## src/design/mtep_pkg.sv

```systemverilog
// Package for the MIDI track event parser: result kinds, parse phases, queue types.
// No dependencies.
package mtep_pkg;

   localparam logic [1:0] KIND_VOICE  = 2'd0;
   localparam logic [1:0] KIND_TEMPO  = 2'd1;
   localparam logic [1:0] KIND_FINISH = 2'd2;

   localparam logic [1:0] CSR_CHUNK_LENGTH = 2'd0;
   localparam logic [1:0] CSR_SRC_TPQ      = 2'd1;
   localparam logic [1:0] CSR_EVENT_CAP    = 2'd2;

   localparam logic [7:0] ST_VOICE_LO = 8'h80;
   localparam logic [7:0] ST_VOICE_HI = 8'hEF;
   localparam logic [7:0] ST_SYSEX    = 8'hF0;
   localparam logic [7:0] ST_ESCAPE   = 8'hF7;
   localparam logic [7:0] ST_META     = 8'hFF;
   localparam logic [7:0] META_TEMPO  = 8'h51;
   localparam logic [7:0] ONE_DATA_MASK = 8'hE0;
   localparam logic [7:0] ONE_DATA_VAL  = 8'hC0;
   localparam logic [25:0] US_PER_MINUTE = 26'd60000000;
   localparam logic [6:0]  TARGET_TPQ    = 7'd96;

   typedef enum logic [9:0] {
      PH_DELTA     = 10'b00_0000_0001,
      PH_DELTA_MORE= 10'b00_0000_0010,
      PH_STATUS    = 10'b00_0000_0100,
      PH_META_TYPE = 10'b00_0000_1000,
      PH_META_LEN  = 10'b00_0001_0000,
      PH_TEMPO     = 10'b00_0010_0000,
      PH_SYSEX_LEN = 10'b00_0100_0000,
      PH_SKIP      = 10'b00_1000_0000,
      PH_DATA1     = 10'b01_0000_0000,
      PH_DATA2     = 10'b10_0000_0000
   } phase_type;

   // command handed from the front parser to the back end
   typedef struct packed {
      logic [1:0]  kind;
      logic [31:0] ticks;      // absolute file ticks (voice)
      logic [23:0] tempo_us;   // us per quarter (tempo)
      logic [7:0]  status;
      logic [7:0]  data1;
      logic [7:0]  data2;
      logic [12:0] count;
      logic        last;
   } cmd_type;

endpackage

```

## src/design/mtep_queue.sv

```systemverilog
// Two-entry command queue between front parser and back end.
// Depends on mtep_pkg.
module mtep_queue (
   input  logic              clock,
   input  logic              reset,
   input  logic              wr_valid,
   output logic              wr_ready,
   input  mtep_pkg::cmd_type wr_cmd,
   output logic              rd_valid,
   input  logic              rd_ready,
   output mtep_pkg::cmd_type rd_cmd
);

   mtep_pkg::cmd_type mem_ff [2];
   logic       wp_ff, rp_ff;
   logic [1:0] cnt_ff;
   logic       wr, rd;

   assign wr_ready = cnt_ff != 2'd2;
   assign rd_valid = cnt_ff != 2'd0;
   assign rd_cmd   = mem_ff[rp_ff];
   assign wr = wr_valid && wr_ready;
   assign rd = rd_valid && rd_ready;

   always_ff @(posedge clock) begin
      if (reset) begin
         wp_ff <= 1'b0; rp_ff <= 1'b0; cnt_ff <= '0;
      end else begin
         if (wr) wp_ff <= !wp_ff;
         if (rd) rp_ff <= !rp_ff;
         cnt_ff <= cnt_ff + {1'b0, wr} - {1'b0, rd};
      end
      if (wr) mem_ff[wp_ff] <= wr_cmd;
   end

   a_no_overflow: assert property (@(posedge clock) disable iff (reset)
      cnt_ff <= 2'd2) else $error("queue count out of range");
   a_ptr_match: assert property (@(posedge clock) disable iff (reset)
      (cnt_ff == 2'd0 || cnt_ff == 2'd2) |-> wp_ff == rp_ff) else $error("queue pointers");
   a_one_ptr: assert property (@(posedge clock) disable iff (reset)
      cnt_ff == 2'd1 |-> wp_ff != rp_ff) else $error("queue pointers");

endmodule

```

## config.mk

```make
export PLATFORM = sky130hd
export DESIGN_NAME = mtep_queue
export DESIGN_NICKNAME = d
export VERILOG_FILES = /design/src/design/mtep_pkg.sv /design/src/design/mtep_queue.sv
export SDC_FILE = /design/constraint.sdc
export NUM_CORES = 1
export LEC_CHECK = 0
export ABC_CLOCK_PERIOD_IN_PS = 4150
export BUFFER_PORTS_ARGS = -buffer_cell sky130_fd_sc_hd__buf_2
export CAP_MARGIN = 20
export CORE_ASPECT_RATIO = 1.1
export CORE_MARGIN = 2
export CORE_UTILIZATION = 52
export DETAILED_ROUTE_END_ITERATION = 10
export PLACE_DENSITY = 0.9
export SLEW_MARGIN = 25
export SYNTH_ARGS = -nofsm -noshare
export SYNTH_HDL_FRONTEND = slang
export SYNTH_SLANG_ARGS = --single-unit
```

## constraint.sdc

```tcl
create_clock -name clock -period 4.15 [get_ports clock]
set_input_delay 0.415 -clock clock [delete_from_list [all_inputs] [get_ports clock]]
set_output_delay 0.415 -clock clock [all_outputs]
set_load 0.03 [all_outputs]
```

==> metrics.txt, run 1 <==
I/O pin cnt=198; Layout area overhead=23.4%; maximum VDD drop=0.359 mV; setup TNS=0 ps; total setup buffers inserted after CTS=0; largest net degree at the start of global routing=56; Hold Fails Final Rpt=0; wire length per cell=17.1 µm; P per Cell Area=601 nW/µm²; post-layout minimum cycle time=2790 ps; aggregate global-route resource usage=0.167; WP data arrival=2370 ps; maximum clock rate=359 MHz; Cell Area, Synth=7390 µm²; status=finished, final reports clean; Root Buffer=clkbuf_16; Slew Limit Fails=0; Critical Path Source Type=flip-flop; Worst slew margin=0.438; Worst Setup Path Type=flip-flop to output port; post-route setup slack=1360 ps; via count=3,729; die width=118 µm; Seq cells post-synth=197; ant diodes=0; H-tree Lvls=4; CTS Sinks=197; pre-CTS setup slack=1780 ps; DRC=0; gr ovfl total=0; Post-DP HPWL=8.77 mm; CTS Hold Bufs=0; vias in the first global route=3,928; Synth Instances=328; Worst R2R Start=cnt_ff[0]; sequential-to-total area share from yosys stat=0.794; Storage cell area=5870 µm²; Final Cycle Share=0.671; Starting Density=0.533; worst clock skew=5.21 ps; Die H=129 µm; die area=15,200 µm²; RSZ-0062 raised after global routing=false; Synth Net Count=429; syn avg cell area=22.5 µm²; gpl congestion=0.744; min-delay src=wr_cmd[21]; Max Cap Viol=0; initial drt markers=166; vias per inst=5.05; nature of the critical path endpoint=output port; Routed Antenna Nets=0; core footprint=13,900 µm²; area of the multi-input gates=1390 µm²; share of layout cells above drive strength 1=0.600; HP Class=input port to flip-flop; Setup violations, final=0; post-CTS sizing=0; Reg2Reg Setup Slack=2000 ps; WL final=12.7 mm; final hold slack=185 ps; DR pass1 iterations=4; synth warn=0; initial antenna violation count=0; worst-skew pair later-pin latency=410 ps; CTS Buf Count=17; Nets=640; CP max FO=55; Synth cell types=26; P_leak=3.47 nW; Worst EP required=3730 ps; FILL cells=957; CTS tree=done; # rows=45; Clock Path Buffers=2; first-pass GRT wire length=19.3 mm; Reg clk slew, reported paths=70 ps; I/O Buffers=197; Slew @ Worst Pin=842 ps
-- flip-flops by register name, summed over array words and instances, names as in the netlist, named ones only --
register and flops:
cnt_ff 2, mem_ff 192, rp_ff 1, wp_ff 1
-- synthesized netlist by cell type --
master	n	area, µm²
a21bo_2	1	10.0
a21oi_1	1	5.00
and3_1	2	12.5
buf_12	4	80.1
buf_2	5	25.0
buf_6	1	11.3
buf_8	1	15.0
dfxtp_1	5	100
edfxtp_1	192	5770
ha_1	1	12.5
inv_1	1	3.75
mux2_2	56	631
mux2_4	40	601
nand2b_1	1	6.26
nand3_1	1	5.00
nand3b_1	1	7.51
nor2_1	4	15.0
nor2b_1	2	12.5
nor3_2	1	10.0
nor4_1	1	6.26
nor4bb_1	1	10.0
o21ai_0	2	10.0
o21ba_2	1	10.0
o31a_1	1	8.76
or2_2	1	6.26
xor2_1	1	8.76
-- layout by cell type, fill, tap and decap left out, drive strengths merged --
master | Yosys | final
buf | 11 | 203
edfxtp | 192 | 192
mux2 | 96 | 96
clkbuf | 0 | 19
clkinv | 0 | 6
dfxtp | 5 | 5
nor2 | 4 | 4
bufinv | 0 | 3
nor2b | 2 | 2
o21ai | 2 | 2
and3 | 2 | 2
inv | 1 | 2
nand2b | 1 | 1
o21ba | 1 | 1
nand3 | 1 | 1
nand3b | 1 | 1
or2 | 1 | 1
xor2 | 1 | 1
a21bo | 1 | 1
a21oi | 1 | 1
nor4bb | 1 | 1
nor4 | 1 | 1
o31a | 1 | 1
nor3 | 1 | 1
ha | 1 | 1
clkinvlp | 0 | 1
-- stage by stage --
step           utilization  total power [W]  std cells  cell area (µm²)
2_1_floorplan            -          0.00364        328             7390
3_3_place_gp         0.616          0.00391        707             8530
3_5_place_dp         0.617          0.00396        708             8550
4_1_cts              0.658          0.00553        738             9110
5_1_grt              0.658          0.00568        738             9110
6_report             0.658          0.00548        738             9110
-- worst max-delay path: stages (launching register included) --
cell,delay (ps)
dfxtp_4,910
buf_4,460
mux2_2,380
buf_2,180
-- kinds of logic after synthesis --
family / count (synthesis) / synth area share
and+or+nand+nor: 15 / 0.0124
buffers and inverters: 12 / 0.0183
xor gates and xnor gates: 1 / 0.00119
muxes: 96 / 0.167
adders and majority gates: 1 / 0.00169
DFF: 197 / 0.794
AOI/OAI and AO/OA: 6 / 0.00593
-- layer usage --
metal  vias to the layer above  global-route usage  part of all wire
met5                         -                   0                 0
met4                         0              0.0773             0.025
met3                        27              0.0550             0.075
met2                       158               0.291              0.53
met1                      1823               0.189              0.36
li1                       1721                   -                 -
-- where the power goes --
part / switching (W) / leakage [nW] / internal (W)
clock network: 0.000642 / 0.273 / 0.000935
logic: 0.000833 / 1.36 / 0.000534
registers: 0.000119 / 1.84 / 0.00242
-- path summary, 6_finish.rpt --
kind | to | cells past startpoint
hold / removal | mem_ff[1][21] | 1
setup / recovery | rd_cmd[21] | 3
setup reg to reg | mem_ff[1][5] | 4
hold reg to reg | flip-flop | 2
-- layout make-up --
cell class / count / area share
tap: 188 / 0.0258
clock buffer: 19 / 0.0475
inverter: 1 / 0.000686
clock inverter: 11 / 0.0148
timing repair buffer: 203 / 0.114
multi-input combinational: 119 / 0.153
sequential: 197 / 0.644
(Power assumes the default switching activity.)
==> run 2: changes to the inputs <==
--- a/config.mk
+++ b/config.mk
@@ -5,14 +5,15 @@
 export SDC_FILE = /design/constraint.sdc
 export NUM_CORES = 1
 export LEC_CHECK = 0
-export ABC_CLOCK_PERIOD_IN_PS = 4150
+export ABC_AREA = 1
+export ABC_CLOCK_PERIOD_IN_PS = 2500
 export BUFFER_PORTS_ARGS = -buffer_cell sky130_fd_sc_hd__buf_2
 export CAP_MARGIN = 20
 export CORE_ASPECT_RATIO = 1.1
 export CORE_MARGIN = 2
-export CORE_UTILIZATION = 52
+export CORE_UTILIZATION = 47
 export DETAILED_ROUTE_END_ITERATION = 10
-export PLACE_DENSITY = 0.9
+export PLACE_DENSITY = 0.86
 export SLEW_MARGIN = 25
 export SYNTH_ARGS = -nofsm -noshare
 export SYNTH_HDL_FRONTEND = slang
==> constraint.sdc (replaced) <==
create_clock -name clock -period 2.5 [get_ports clock]
set_input_delay 0.25 -clock clock [delete_from_list [all_inputs] [get_ports clock]]
set_output_delay 0.25 -clock clock [all_outputs]
set_load 0.03 [all_outputs]
==> run 2 against run 1 <==
Critical path depth stayed put. Sequential share of layout area decreased by 1.6 points. Die area up 9.9%. Wire length rose by 5.3%. Global-route usage fell by 0.51 points. Synthesized area fell by 0.34%. Worst hold slack got worse by 170 ps. Clock skew rose by 3.4 ps. First-iteration DRC count grew 55%. Sequential power increased by 72%. Largest cell class unchanged. Highest routed layer is now met5.
==> metrics.txt, run 2 <==
I/O pin cnt=198; synth warn=0; ys flop type=edfxtp_1; HP Class=input port to flip-flop; Final Cycle Share=0.871; worst-skew pair later-pin latency=430 ps; Slowest cell on crit path=dfxtp_4; largest area contributor in the netlist=edfxtp_1; post-layout minimum cycle time=2180 ps; syn avg cell area=22.0 µm²; Layout Cells excl Fill=780; Worst R2R Start=cnt_ff[1]; maximum VDD drop=0.722 mV; CP max FO=43; Die H=135 µm; CTS Sinks=197; Reg clk slew, reported paths=70 ps; Max Cap Viol=0; # rows=47; WP data arrival=1930 ps; reg2reg path depth=10; asr flop ratio synth=0; nature of the critical path endpoint=output port; Slew Limit Fails=0; Post-synth top cells=edfxtp_1 (192), mux2_2 (56), mux2_4 (40); wire length per cell=17.1 µm; number of flops mapped to enable cells by yosys=192; die area=16,700 µm²; Post-DP HPWL=8.95 mm; min-delay src=wr_cmd[51]; Routed Antenna Nets=0; Nets=671; Reg2Reg Setup Slack=800 ps; Cell Area, Synth=7360 µm²; hold worst-path end=mem_ff[0][51]; gpl congestion=0.695; I/O Buffers=197; Root Buffer=clkbuf_16; largest registers=mem_ff x192, cnt_ff x2; Starting Density=0.485; Critical Path Source Type=flip-flop; Seq cells post-synth=197; core footprint=15,200 µm²; Final Power=0.00981 W; dpl cells=723; most frequent cells in the layout=buf_2 (197), edfxtp_1 (192), mux2_2 (56); worst r2r dst=cnt_ff[1]; sequential-to-total area share from yosys stat=0.797; vias in the first global route=4,139; FILL cells=1,097; WHS Path Cells=1; Setup violations, final=0; Hold Fails Final Rpt=0; die width=123 µm; P per Cell Area=1050 nW/µm²; aggregate global-route resource usage=0.162; final hold slack=16.4 ps; initial drt markers=258; CTS Buf Count=17; Synth Instances=335; Worst slew margin=0.544; via count=3,816; Synth Net Count=436; final core occ=0.616; CP cell instances=buf_12, mux2_2, buf_2; P_leak=3.59 nW; vias per inst=4.89; gr ovfl total=0; largest net degree at the start of global routing=51; Biggest register=mem_ff; RSZ-0062 raised after global routing=false; status=finished, final reports clean; slowest stage delay, CP=600 ps; WL final=13.3 mm; most common cell in the netlist=edfxtp_1; setup TNS=0 ps; worst clock skew=8.61 ps; DRC=0; first-pass GRT wire length=20.0 mm; Layout area overhead=26.9%; leading cell type in the layout, fill and taps excluded=buf_2; Worst EP required=2250 ps; Synth cell types=16; top-area cell type share of the netlist area=0.783; share of layout cells above drive strength 1=0.571; H-tree Lvls=4; post-CTS sizing=0; Slew @ Worst Pin=683 ps; largest cells by area after synthesis=edfxtp_1 (78%), mux2_2 (8.6%), mux2_4 (8.2%); CTS tree=done; DR pass1 iterations=4; Largest register FFs=192; initial antenna violation count=1; Worst Setup Path Type=flip-flop to output port; maximum clock rate=459 MHz; Clock Path Buffers=2
-- run 2: what timing repair did --
| action | in CTS | in global routing |
|---|---|---|
| hold buffers | 18 | 6 |
| endpoints found under the setup margin | 0 | 0 |
| endpoints found under the hold margin | 34 | 12 |
| setup buffers | 0 | 0 |
-- run 2: worst max-delay path, delay by kind of cell, from the launching register on --
kind	cells	cell delay [ps]
flops	1	600
buf+inv	2	480
mux	1	380
-- run 2: worst max-delay path by stage --
stage	endpoint	from	cells after the start	slack [ps]
floorplan	mem_ff[1][0]	cnt_ff[0]	4	10
global placement	rd_cmd[22]	flip-flop	3	780
detailed placement	rd_cmd[12]	flip-flop	3	770
CTS	rd_cmd[12]	flip-flop	3	310
global route	rd_cmd[54]	flip-flop	3	240
finish	rd_cmd[33]	flip-flop	3	320
-- run 2: per-layer routing --
metal  up-vias  share of wire  GRT usage
met5         -        0.00060          0
met2       152           0.53      0.288
li1       1778              -          -
met4         2          0.030     0.0777
met3        34          0.071     0.0539
met1      1850           0.37      0.171
-- run 2: logic make-up after synthesis --
family                     Yosys count  synth area share
DFF                                197             0.797
AOI/OAI and AO/OA                    2           0.00136
muxes                               96             0.167
buffers and inverters               19            0.0219
adders and majority gates            1           0.00170
xor gates and xnor gates             1           0.00119
and+or+nand+nor                     19            0.0100
-- run 2: power by group --
group          total (W)  internal, W  switching (W)
clock            0.00246      0.00133        0.00112
combinational    0.00298      0.00110        0.00188
sequential       0.00437      0.00419       0.000178
total            0.00981      0.00663        0.00318
-- run 2: metrics by stage --
| step | cell area [µm²] | setup slack [ps] |
|---|---|---|
| after global placement | 8570 | 781 |
| after global routing | 9350 | 241 |
| after CTS | 9290 | 313 |
| final | 9350 | 323 |
| after floorplan | 7390 | 12.7 |
| after detailed placement | 8570 | 771 |
-- run 2: cell type report --
type                       count  area [µm²]  area share
antenna                        1        2.50    0.000268
multi-input combinational    119        1370       0.146
tap                          196         245      0.0262
clock inverter                10        73.8     0.00790
timing repair buffer         227        1300       0.139
inverter                       8        30.0     0.00321
sequential                   197        5870       0.628
clock buffer                  22         464      0.0497
