--- src/design/mtep_pkg.sv ---
// Package for the MIDI track event parser: result kinds, parse phases, queue types.
// No dependencies.
package mtep_pkg;

   localparam logic [1:0] KIND_VOICE  = 2'd0;
   localparam logic [1:0] KIND_TEMPO  = 2'd1;
   localparam logic [1:0] KIND_FINISH = 2'd2;

   localparam logic [1:0] CSR_CHUNK_LENGTH = 2'd0;
   localparam logic [1:0] CSR_SRC_TPQ      = 2'd1;
   localparam logic [1:0] CSR_EVENT_CAP    = 2'd2;

   localparam logic [7:0] ST_VOICE_LO = 8'h80;
   localparam logic [7:0] ST_VOICE_HI = 8'hEF;
   localparam logic [7:0] ST_SYSEX    = 8'hF0;
   localparam logic [7:0] ST_ESCAPE   = 8'hF7;
   localparam logic [7:0] ST_META     = 8'hFF;
   localparam logic [7:0] META_TEMPO  = 8'h51;
   localparam logic [7:0] ONE_DATA_MASK = 8'hE0;
   localparam logic [7:0] ONE_DATA_VAL  = 8'hC0;
   localparam logic [25:0] US_PER_MINUTE = 26'd60000000;
   localparam logic [6:0]  TARGET_TPQ    = 7'd96;

   typedef enum logic [9:0] {
      PH_DELTA     = 10'b00_0000_0001,
      PH_DELTA_MORE= 10'b00_0000_0010,
      PH_STATUS    = 10'b00_0000_0100,
      PH_META_TYPE = 10'b00_0000_1000,
      PH_META_LEN  = 10'b00_0001_0000,
      PH_TEMPO     = 10'b00_0010_0000,
      PH_SYSEX_LEN = 10'b00_0100_0000,
      PH_SKIP      = 10'b00_1000_0000,
      PH_DATA1     = 10'b01_0000_0000,
      PH_DATA2     = 10'b10_0000_0000
   } phase_type;

   // command handed from the front parser to the back end
   typedef struct packed {
      logic [1:0]  kind;
      logic [31:0] ticks;      // absolute file ticks (voice)
      logic [23:0] tempo_us;   // us per quarter (tempo)
      logic [7:0]  status;
      logic [7:0]  data1;
      logic [7:0]  data2;
      logic [12:0] count;
      logic        last;
   } cmd_type;

endpackage

--- src/design/mtep_front.sv ---
// Front parser: consumes track bytes, tracks parse state, issues commands.
// Depends on mtep_pkg.
module mtep_front #(
   parameter int MAX_EVENTS = 4096
) (
   input  logic                 clock,
   input  logic                 reset,
   input  logic                 restart,
   input  logic [31:0]          chunk_length,
   input  logic [12:0]          event_capacity,
   input  logic                 byte_valid,
   output logic                 byte_ready,
   input  logic [7:0]           data_byte,
   output logic                 cmd_valid,
   output mtep_pkg::cmd_type    cmd,
   input  logic                 cmd_ready
);

   mtep_pkg::phase_type phase_ff, phase_in;
   logic [31:0] consumed_ff, consumed_in;
   logic [31:0] ticks_ff, ticks_in;
   logic [31:0] len_ff, len_in;
   logic [31:0] skip_ff, skip_in;
   logic [7:0]  run_ff, run_in;
   logic [7:0]  cur_ff, cur_in;
   logic [7:0]  meta_ff, meta_in;
   logic [7:0]  held_ff, held_in;
   logic [23:0] tempo_ff, tempo_in;
   logic [1:0]  tseen_ff, tseen_in;
   logic [12:0] evcnt_ff, evcnt_in;
   logic        done_ff, done_in;

   // second command of a byte waits here
   logic        pend_ff, pend_in;
   mtep_pkg::cmd_type pend_cmd_ff, pend_cmd_in;
   logic        out_v_ff, out_v_in;
   mtep_pkg::cmd_type out_cmd_ff, out_cmd_in;

   logic [13:0] cap_w;
   logic [13:0] maxev_w;
   logic        take;

   assign maxev_w = (MAX_EVENTS > 8191) ? 14'h1FFF : 14'(MAX_EVENTS);
   assign cap_w   = ({1'b0, event_capacity} < maxev_w) ? {1'b0, event_capacity} : maxev_w;

   assign byte_ready = !pend_ff && (!out_v_ff || cmd_ready);
   assign take       = byte_valid && byte_ready;
   assign cmd_valid  = out_v_ff;
   assign cmd        = out_cmd_ff;

   function automatic mtep_pkg::cmd_type mk(input logic [1:0] k);
      mtep_pkg::cmd_type c;
      c = '0;
      c.kind = k;
      return c;
   endfunction

   always_comb begin
      logic [7:0]  b;
      logic [7:0]  st;
      logic        n;
      logic        stop;
      logic        fin;
      mtep_pkg::cmd_type c0, c1;
      logic        h0, h1;
      logic [31:0] la;
      logic [23:0] ta;
      phase_in = phase_ff; consumed_in = consumed_ff; ticks_in = ticks_ff;
      len_in = len_ff; skip_in = skip_ff; run_in = run_ff; cur_in = cur_ff;
      meta_in = meta_ff; held_in = held_ff; tempo_in = tempo_ff; tseen_in = tseen_ff;
      evcnt_in = evcnt_ff; done_in = done_ff;
      pend_in = pend_ff; pend_cmd_in = pend_cmd_ff;
      out_v_in = out_v_ff; out_cmd_in = out_cmd_ff;
      b = data_byte; st = 8'h00; n = 1'b0; fin = 1'b0;
      c0 = '0; c1 = '0; h0 = 1'b0; h1 = 1'b0; la = '0; ta = '0;
      stop = 1'b0;

      if (out_v_ff && cmd_ready) begin
         out_v_in = pend_ff;
         out_cmd_in = pend_cmd_ff;
         pend_in = 1'b0;
      end

      if (take && !done_ff) begin
         if (phase_ff == mtep_pkg::PH_DELTA &&
             (consumed_ff >= chunk_length || {1'b0, evcnt_ff} >= cap_w)) begin
            fin = 1'b1;
         end else begin
            if (consumed_ff != 32'hFFFF_FFFF) consumed_in = consumed_ff + 32'd1;
            case (phase_ff)
               mtep_pkg::PH_DELTA, mtep_pkg::PH_DELTA_MORE: begin
                  la = (phase_ff == mtep_pkg::PH_DELTA) ? 32'd0 : len_ff;
                  la = {la[24:0], b[6:0]};
                  len_in = la;
                  if (b[7]) phase_in = mtep_pkg::PH_DELTA_MORE;
                  else begin
                     ticks_in = ticks_ff + la;
                     phase_in = mtep_pkg::PH_STATUS;
                  end
               end
               mtep_pkg::PH_STATUS: begin
                  n = !b[7];
                  st = n ? run_ff : b;
                  if (!n) run_in = b;
                  cur_in = st;
                  len_in = '0;
                  if (st == mtep_pkg::ST_META) begin
                     phase_in = mtep_pkg::PH_META_TYPE;
                     if (n) begin
                        meta_in = b; phase_in = mtep_pkg::PH_META_LEN;
                     end
                  end else if (st inside {mtep_pkg::ST_SYSEX, mtep_pkg::ST_ESCAPE}) begin
                     phase_in = mtep_pkg::PH_SYSEX_LEN;
                     if (n) begin
                        la = {25'd0, b[6:0]};
                        len_in = la;
                        if (!b[7]) begin
                           skip_in = la;
                           phase_in = (la != 0) ? mtep_pkg::PH_SKIP : mtep_pkg::PH_DELTA;
                        end
                     end
                  end else if (st inside {[mtep_pkg::ST_VOICE_LO : mtep_pkg::ST_VOICE_HI]}) begin
                     phase_in = mtep_pkg::PH_DATA1;
                     if (n) begin
                        held_in = b;
                        if ((st & mtep_pkg::ONE_DATA_MASK) == mtep_pkg::ONE_DATA_VAL) begin
                           h0 = 1'b1; c0 = mk(mtep_pkg::KIND_VOICE);
                           c0.ticks = ticks_ff; c0.status = st; c0.data1 = b;
                           evcnt_in = evcnt_ff + 13'd1;
                           phase_in = mtep_pkg::PH_DELTA;
                        end else phase_in = mtep_pkg::PH_DATA2;
                     end
                  end else begin
                     fin = 1'b1;
                  end
               end
               mtep_pkg::PH_META_TYPE: begin
                  meta_in = b; len_in = '0; phase_in = mtep_pkg::PH_META_LEN;
               end
               mtep_pkg::PH_META_LEN: begin
                  la = {len_ff[24:0], b[6:0]};
                  len_in = la;
                  if (!b[7]) begin
                     if (meta_ff == mtep_pkg::META_TEMPO && la == 32'd3) begin
                        tempo_in = '0; tseen_in = '0; phase_in = mtep_pkg::PH_TEMPO;
                     end else begin
                        skip_in = la;
                        phase_in = (la != 0) ? mtep_pkg::PH_SKIP : mtep_pkg::PH_DELTA;
                     end
                  end
               end
               mtep_pkg::PH_TEMPO: begin
                  ta = {tempo_ff[15:0], b};
                  tempo_in = ta;
                  tseen_in = tseen_ff + 2'd1;
                  if (tseen_ff == 2'd2) begin
                     tseen_in = '0;
                     phase_in = mtep_pkg::PH_DELTA;
                     if (ta != 0) begin
                        h0 = 1'b1; c0 = mk(mtep_pkg::KIND_TEMPO); c0.tempo_us = ta;
                     end
                  end
               end
               mtep_pkg::PH_SYSEX_LEN: begin
                  la = {len_ff[24:0], b[6:0]};
                  len_in = la;
                  if (!b[7]) begin
                     skip_in = la;
                     phase_in = (la != 0) ? mtep_pkg::PH_SKIP : mtep_pkg::PH_DELTA;
                  end
               end
               mtep_pkg::PH_SKIP: begin
                  la = (skip_ff != 0) ? skip_ff - 32'd1 : skip_ff;
                  skip_in = la;
                  if (la == 0) phase_in = mtep_pkg::PH_DELTA;
               end
               mtep_pkg::PH_DATA1: begin
                  held_in = b;
                  if ((cur_ff & mtep_pkg::ONE_DATA_MASK) == mtep_pkg::ONE_DATA_VAL) begin
                     h0 = 1'b1; c0 = mk(mtep_pkg::KIND_VOICE);
                     c0.ticks = ticks_ff; c0.status = cur_ff; c0.data1 = b;
                     evcnt_in = evcnt_ff + 13'd1;
                     phase_in = mtep_pkg::PH_DELTA;
                  end else phase_in = mtep_pkg::PH_DATA2;
               end
               mtep_pkg::PH_DATA2: begin
                  h0 = 1'b1; c0 = mk(mtep_pkg::KIND_VOICE);
                  c0.ticks = ticks_ff; c0.status = cur_ff; c0.data1 = held_ff; c0.data2 = b;
                  evcnt_in = evcnt_ff + 13'd1;
                  phase_in = mtep_pkg::PH_DELTA;
               end
               default: phase_in = mtep_pkg::PH_DELTA;
            endcase
            stop = !fin && phase_in == mtep_pkg::PH_DELTA &&
                   (consumed_in >= chunk_length || {1'b0, evcnt_in} >= cap_w);
            fin = fin || stop;
         end
         if (fin) begin
            done_in = 1'b1;
            if (h0) begin
               h1 = 1'b1; c1 = mk(mtep_pkg::KIND_FINISH); c1.count = evcnt_in;
            end else begin
               h0 = 1'b1; c0 = mk(mtep_pkg::KIND_FINISH); c0.count = evcnt_in;
            end
         end
         c0.last = !h1;
         c1.last = 1'b1;
         if (h0) begin
            out_v_in = 1'b1; out_cmd_in = c0;
            pend_in = h1; pend_cmd_in = c1;
         end
      end

      if (restart) begin
         phase_in = mtep_pkg::PH_DELTA; consumed_in = '0; ticks_in = '0; len_in = '0;
         skip_in = '0; run_in = '0; cur_in = '0; meta_in = '0; held_in = '0;
         tempo_in = '0; tseen_in = '0; evcnt_in = '0; done_in = 1'b0;
      end
   end

   always_ff @(posedge clock) begin
      if (reset) begin
         phase_ff <= mtep_pkg::PH_DELTA; consumed_ff <= '0; ticks_ff <= '0; len_ff <= '0;
         skip_ff <= '0; run_ff <= '0; cur_ff <= '0; meta_ff <= '0; held_ff <= '0;
         tempo_ff <= '0; tseen_ff <= '0; evcnt_ff <= '0; done_ff <= 1'b0;
         pend_ff <= 1'b0; out_v_ff <= 1'b0;
      end else begin
         phase_ff <= phase_in; consumed_ff <= consumed_in; ticks_ff <= ticks_in;
         len_ff <= len_in; skip_ff <= skip_in; run_ff <= run_in; cur_ff <= cur_in;
         meta_ff <= meta_in; held_ff <= held_in; tempo_ff <= tempo_in;
         tseen_ff <= tseen_in; evcnt_ff <= evcnt_in; done_ff <= done_in;
         pend_ff <= pend_in; out_v_ff <= out_v_in;
      end
      pend_cmd_ff <= pend_cmd_in;
      out_cmd_ff <= out_cmd_in;
   end

   a_pend_needs_out: assert property (@(posedge clock) disable iff (reset)
      pend_ff |-> out_v_ff) else $error("pending command without head command");
   a_pend_is_finish: assert property (@(posedge clock) disable iff (reset)
      pend_ff |-> pend_cmd_ff.kind == mtep_pkg::KIND_FINISH)
      else $error("second command is not a finish");
   a_done_no_take: assert property (@(posedge clock) disable iff (reset)
      (done_ff && !restart) |=> done_ff) else $error("finished flag dropped");

endmodule

--- config.mk ---
export PLATFORM = sky130hd
export DESIGN_NAME = mtep_front
export DESIGN_NICKNAME = d
export VERILOG_FILES = /design/src/design/mtep_pkg.sv /design/src/design/mtep_front.sv
export SDC_FILE = /design/constraint.sdc
export NUM_CORES = 1
export LEC_CHECK = 0
export BUFFER_PORTS_ARGS = -buffer_cell sky130_fd_sc_hd__buf_2
export CORE_UTILIZATION = 50
export CTS_CLUSTER_DIAMETER = 120
export DETAILED_ROUTE_END_ITERATION = 10
export GPL_ROUTABILITY_DRIVEN = 0
export PLACE_DENSITY = 0.82
export SLEW_MARGIN = 15
export SYNTH_ARGS = -nofsm -noshare
export SYNTH_HDL_FRONTEND = slang
export SYNTH_SLANG_ARGS = --single-unit
--- constraint.sdc ---
create_clock -name clock -period 4.7 [get_ports clock]
set_input_delay 0.235 -clock clock [delete_from_list [all_inputs] [get_ports clock]]
set_output_delay 0.235 -clock clock [all_outputs]
set_load 0.01 [all_outputs]
==> summary.md <==
| Metric | Value |
|---|---|
| Post-Syn Area | 0.0177 sq mm |
| Top Ports | 156 |
| Slew headroom | 0.218 |
| Max clock buf depth | 3 |
| Min-Delay Path Depth | 3 |
| Crit end category | flop |
| Ys flop type | dfxtp_1 |
| All-Layer GR Usage | 0.282 |
| Yosys warning count | 0 |
| Max-cap violations | 0 |
| Tcrit/Tclk final | 0.980 |
| Vias in the first global route | 16442 |
| # fillers | 2930 |
| Synth top area cells | dfxtp_1 32%, ha_1 8.8%, nor2_1 5.6% |
| Total power | 6090 uW |
| Arr. time, crit path | 5090 ps |
| Drt wl/cell | 19.3 um |
| Layout cells sized above 1 | 0.168 |
| Placed standard-cell area | 0.0192 sq mm |
| Initial Utilization | 0.510 |
| CTS clk-pin slew, worst paths | 60 ps |
| Setup slack after layout | 96.2 ps |
| Sequential power share | 0.436 |
| Clock group share of total power | 0.443 |
| # rows | 68 |
| Final Critical Period | 4600 ps |
| Initial drt markers | 1684 |
| Drt pass-1 iters | 7 |
| Drt drc | 0 |
| Area growth syn-to-layout | 16.7% |
| Largest net degree at the start of global routing | 89 |
| Post-synthesis sequential area ratio | 0.346 |
| Fin util | 0.595 |
| Hold WC Path Type | input pin to flop |
| Die Y | 190 um |
| #FFs+latches synth | 299 |
| Fin. Hold Viols | 0 |
| H-tree lvl count | 1 |
| Antenna Nets Post-Route | 0 |
| Inserted Clock Buffers | 31 |
| Most numerous cell in the Yosys netlist | dfxtp_1 |
| Final setup vio count | 0 |
| Vias/cell | 6.29 |
| Largest vdd supply drop | 267 uV |
| Initial antenna violation count | 1 |
| EDFF count, synth | 14 |
| Yosys cell types | 82 |
| Clk Latency, worst-skew pair | 560 ps |
| Status | complete, no violations |
| Die width | 190 um |
| Cell-internal power | 4540 uW |
| DR vias | 17408 |
| Top cell type's share of synthesized area | 0.322 |
| Post-synth top area cell | dfxtp_1 |
| CTS Sinks | 299 |
| Switching pwr | 1550 uW |
| R2R cell count | 17 |
| Final Skew | 11.3 ps |
| Core area | 0.0347 sq mm |
| Async SR Flop Fraction | 0 |
| P_leak | 0.00890 uW |
| CTS tree | yes |
| Post-place setup slack | -75.8 ps |
| Post-route cell area | 0.0207 sq mm |
| Startpoint Class | flop |
| First-pass GRT wire length | 83900 um |
| # nets final | 2471 |
| GRT overflow | 0 |
| Max FO, Critical Path | 37 |
| Max Clock Freq | 217 MHz |
| Critical Path RT | 5190 ps |
| Routed WL | 53500 um |
| Comb power frac | 0.121 |
| Cells after synthesis | 2128 |
| Switching Fraction | 0.255 |
| Power per cell area | 295 mW/mm^2 |
| Root buf cell | clkbuf_16 |
| Worst-margin pin slew | 1170 ps |
| Die area | 0.0362 sq mm |
| Syn_nets | 2312 |
| Ranking of synthesized cells by instance count | 285 x dfxtp_1, 264 x nor2_1, 184 x nand2_1, 125 x ha_1, 117 x a21oi_1 |
| Dpl hpwl | 36700 um |
| Final slew viol count | 0 |
| Port bufs | 155 |
| Total negative slack | 0 ps |
| Mean post-synth cell area | 8.32 sq um |
| Setup CP Type | flop to flop |
## state kept, by name, indices dropped and copies added, names as in the netlist
register	flops
cmd	96
cmd_valid	1
consumed_ff	32
cur_ff	8
done_ff	1
evcnt_ff	13
held_ff	8
len_ff	25
meta_ff	8
pend_cmd_ff	14
pend_ff	1
phase_ff	10
skip_ff	32
tempo_ff	16
ticks_ff	32
tseen_ff	2
## area by class of cell
type	instances	area (sq um)	area share
multi-input cells	1623	11000	0.531
flip-flops and latches	299	6140	0.297
clock buffers	41	885	0.0428
well taps	455	569	0.0276
clock inverters	16	238	0.0115
repair buffers	252	1560	0.0753
inverters	80	303	0.0147
diodes	2	5.00	0.000242
## through the flow
stage / hold WS, ps / cells
2_1_floorplan: 304 / 2128
3_3_place_gp: 452 / 2694
3_5_place_dp: 453 / 2694
4_1_cts: 121 / 2753
5_1_grt: 149 / 2767
6_report: 137 / 2768
## power by group through the flow
| stage | registers (uW) | clock network [uW] | logic (uW) |
|---|---|---|---|
| 2_1_floorplan | 2730 | 0 | 444 |
| 3_3_place_gp | 2710 | 0 | 670 |
| 3_5_place_dp | 2710 | 0 | 689 |
| 4_1_cts | 2660 | 2720 | 696 |
| 5_1_grt | 2660 | 2830 | 794 |
| 6_report | 2660 | 2700 | 737 |
## worst max-delay path, stage by stage (launching register included)
cell and delay [ps]:
dfxtp_1 430, and3_4 240, and3_1 190, nand4_1 210
o311a_4 440, and4_1 260, nand3_1 140, xnor2_1 160
ha_1 280, a211oi_1 380, o211ai_1 200, a221o_1 410
nand3_2 190, a21boi_4 130, o31ai_4 230, buf_12 170
clkbuf_16 220, a32o_1 200
## cells in the final DEF (no fill, tap or decap), drive strengths merged, types with 9 or more instances in the layout
cell    instances
o21ai          59
buf           249
clkinv          9
nor3           67
o21a           11
xor2           41
a21oi         117
inv            80
clkbuf         42
o31ai          23
nand3          91
and3           25
a21o           43
nand2         184
mux2i          54
or4b           14
dfxtp         285
a22o            9
a31oi          14
nor2b           9
or3            13
nor4           36
nand4          33
a32o           75
nor2          265
xnor2          75
edfxtp         14
o311ai         13
and2           38
ha            125
nand2b         10
a211oi         38
a22oi          23
## final timing paths
path	start	to	slack, ps
hold / removal	data_byte[0]	len_ff[0]	140
setup / recovery	consumed_ff[13]	cmd[70]	100
hold reg to reg	cmd[18]	cmd[18]	460
setup reg to reg	consumed_ff[13]	cmd[70]	100
## logic make-up (layout without fill, tap and decap cells)
| kind of cell | Yosys count | count (layout) | synth area share |
|---|---|---|---|
| AND/OR/NAND/NOR | 825 | 825 | 0.224 |
| AO/OA/AOI/OAI | 498 | 500 | 0.204 |
| flip-flops | 299 | 299 | 0.346 |
| buffers and inverters | 208 | 389 | 0.0469 |
| adder cells (fa/ha/maj) | 126 | 126 | 0.0895 |
| XOR/XNOR | 116 | 116 | 0.0574 |
| multiplexers | 56 | 56 | 0.0318 |
| other | 0 | 2 | 0 |
## metal layers
metal	GRT usage	up-vias	wire (um)	part of all wire
met5	0	-	0	0
met4	0.115	0	2420	0.045
met3	0.0367	197	4580	0.086
met2	0.482	921	25300	0.47
met1	0.358	8179	21300	0.40
li1	-	8111	-	-
## what timing repair did
action,in CTS,in global routing
hold buffers,2,0
pin swaps,0,7
cloned,0,3
hold endpoints to repair,2,0
gates resized for setup,1,38
endpoints found under the setup margin,7,127
setup buffers,0,10
(Power assumes the default switching activity.)
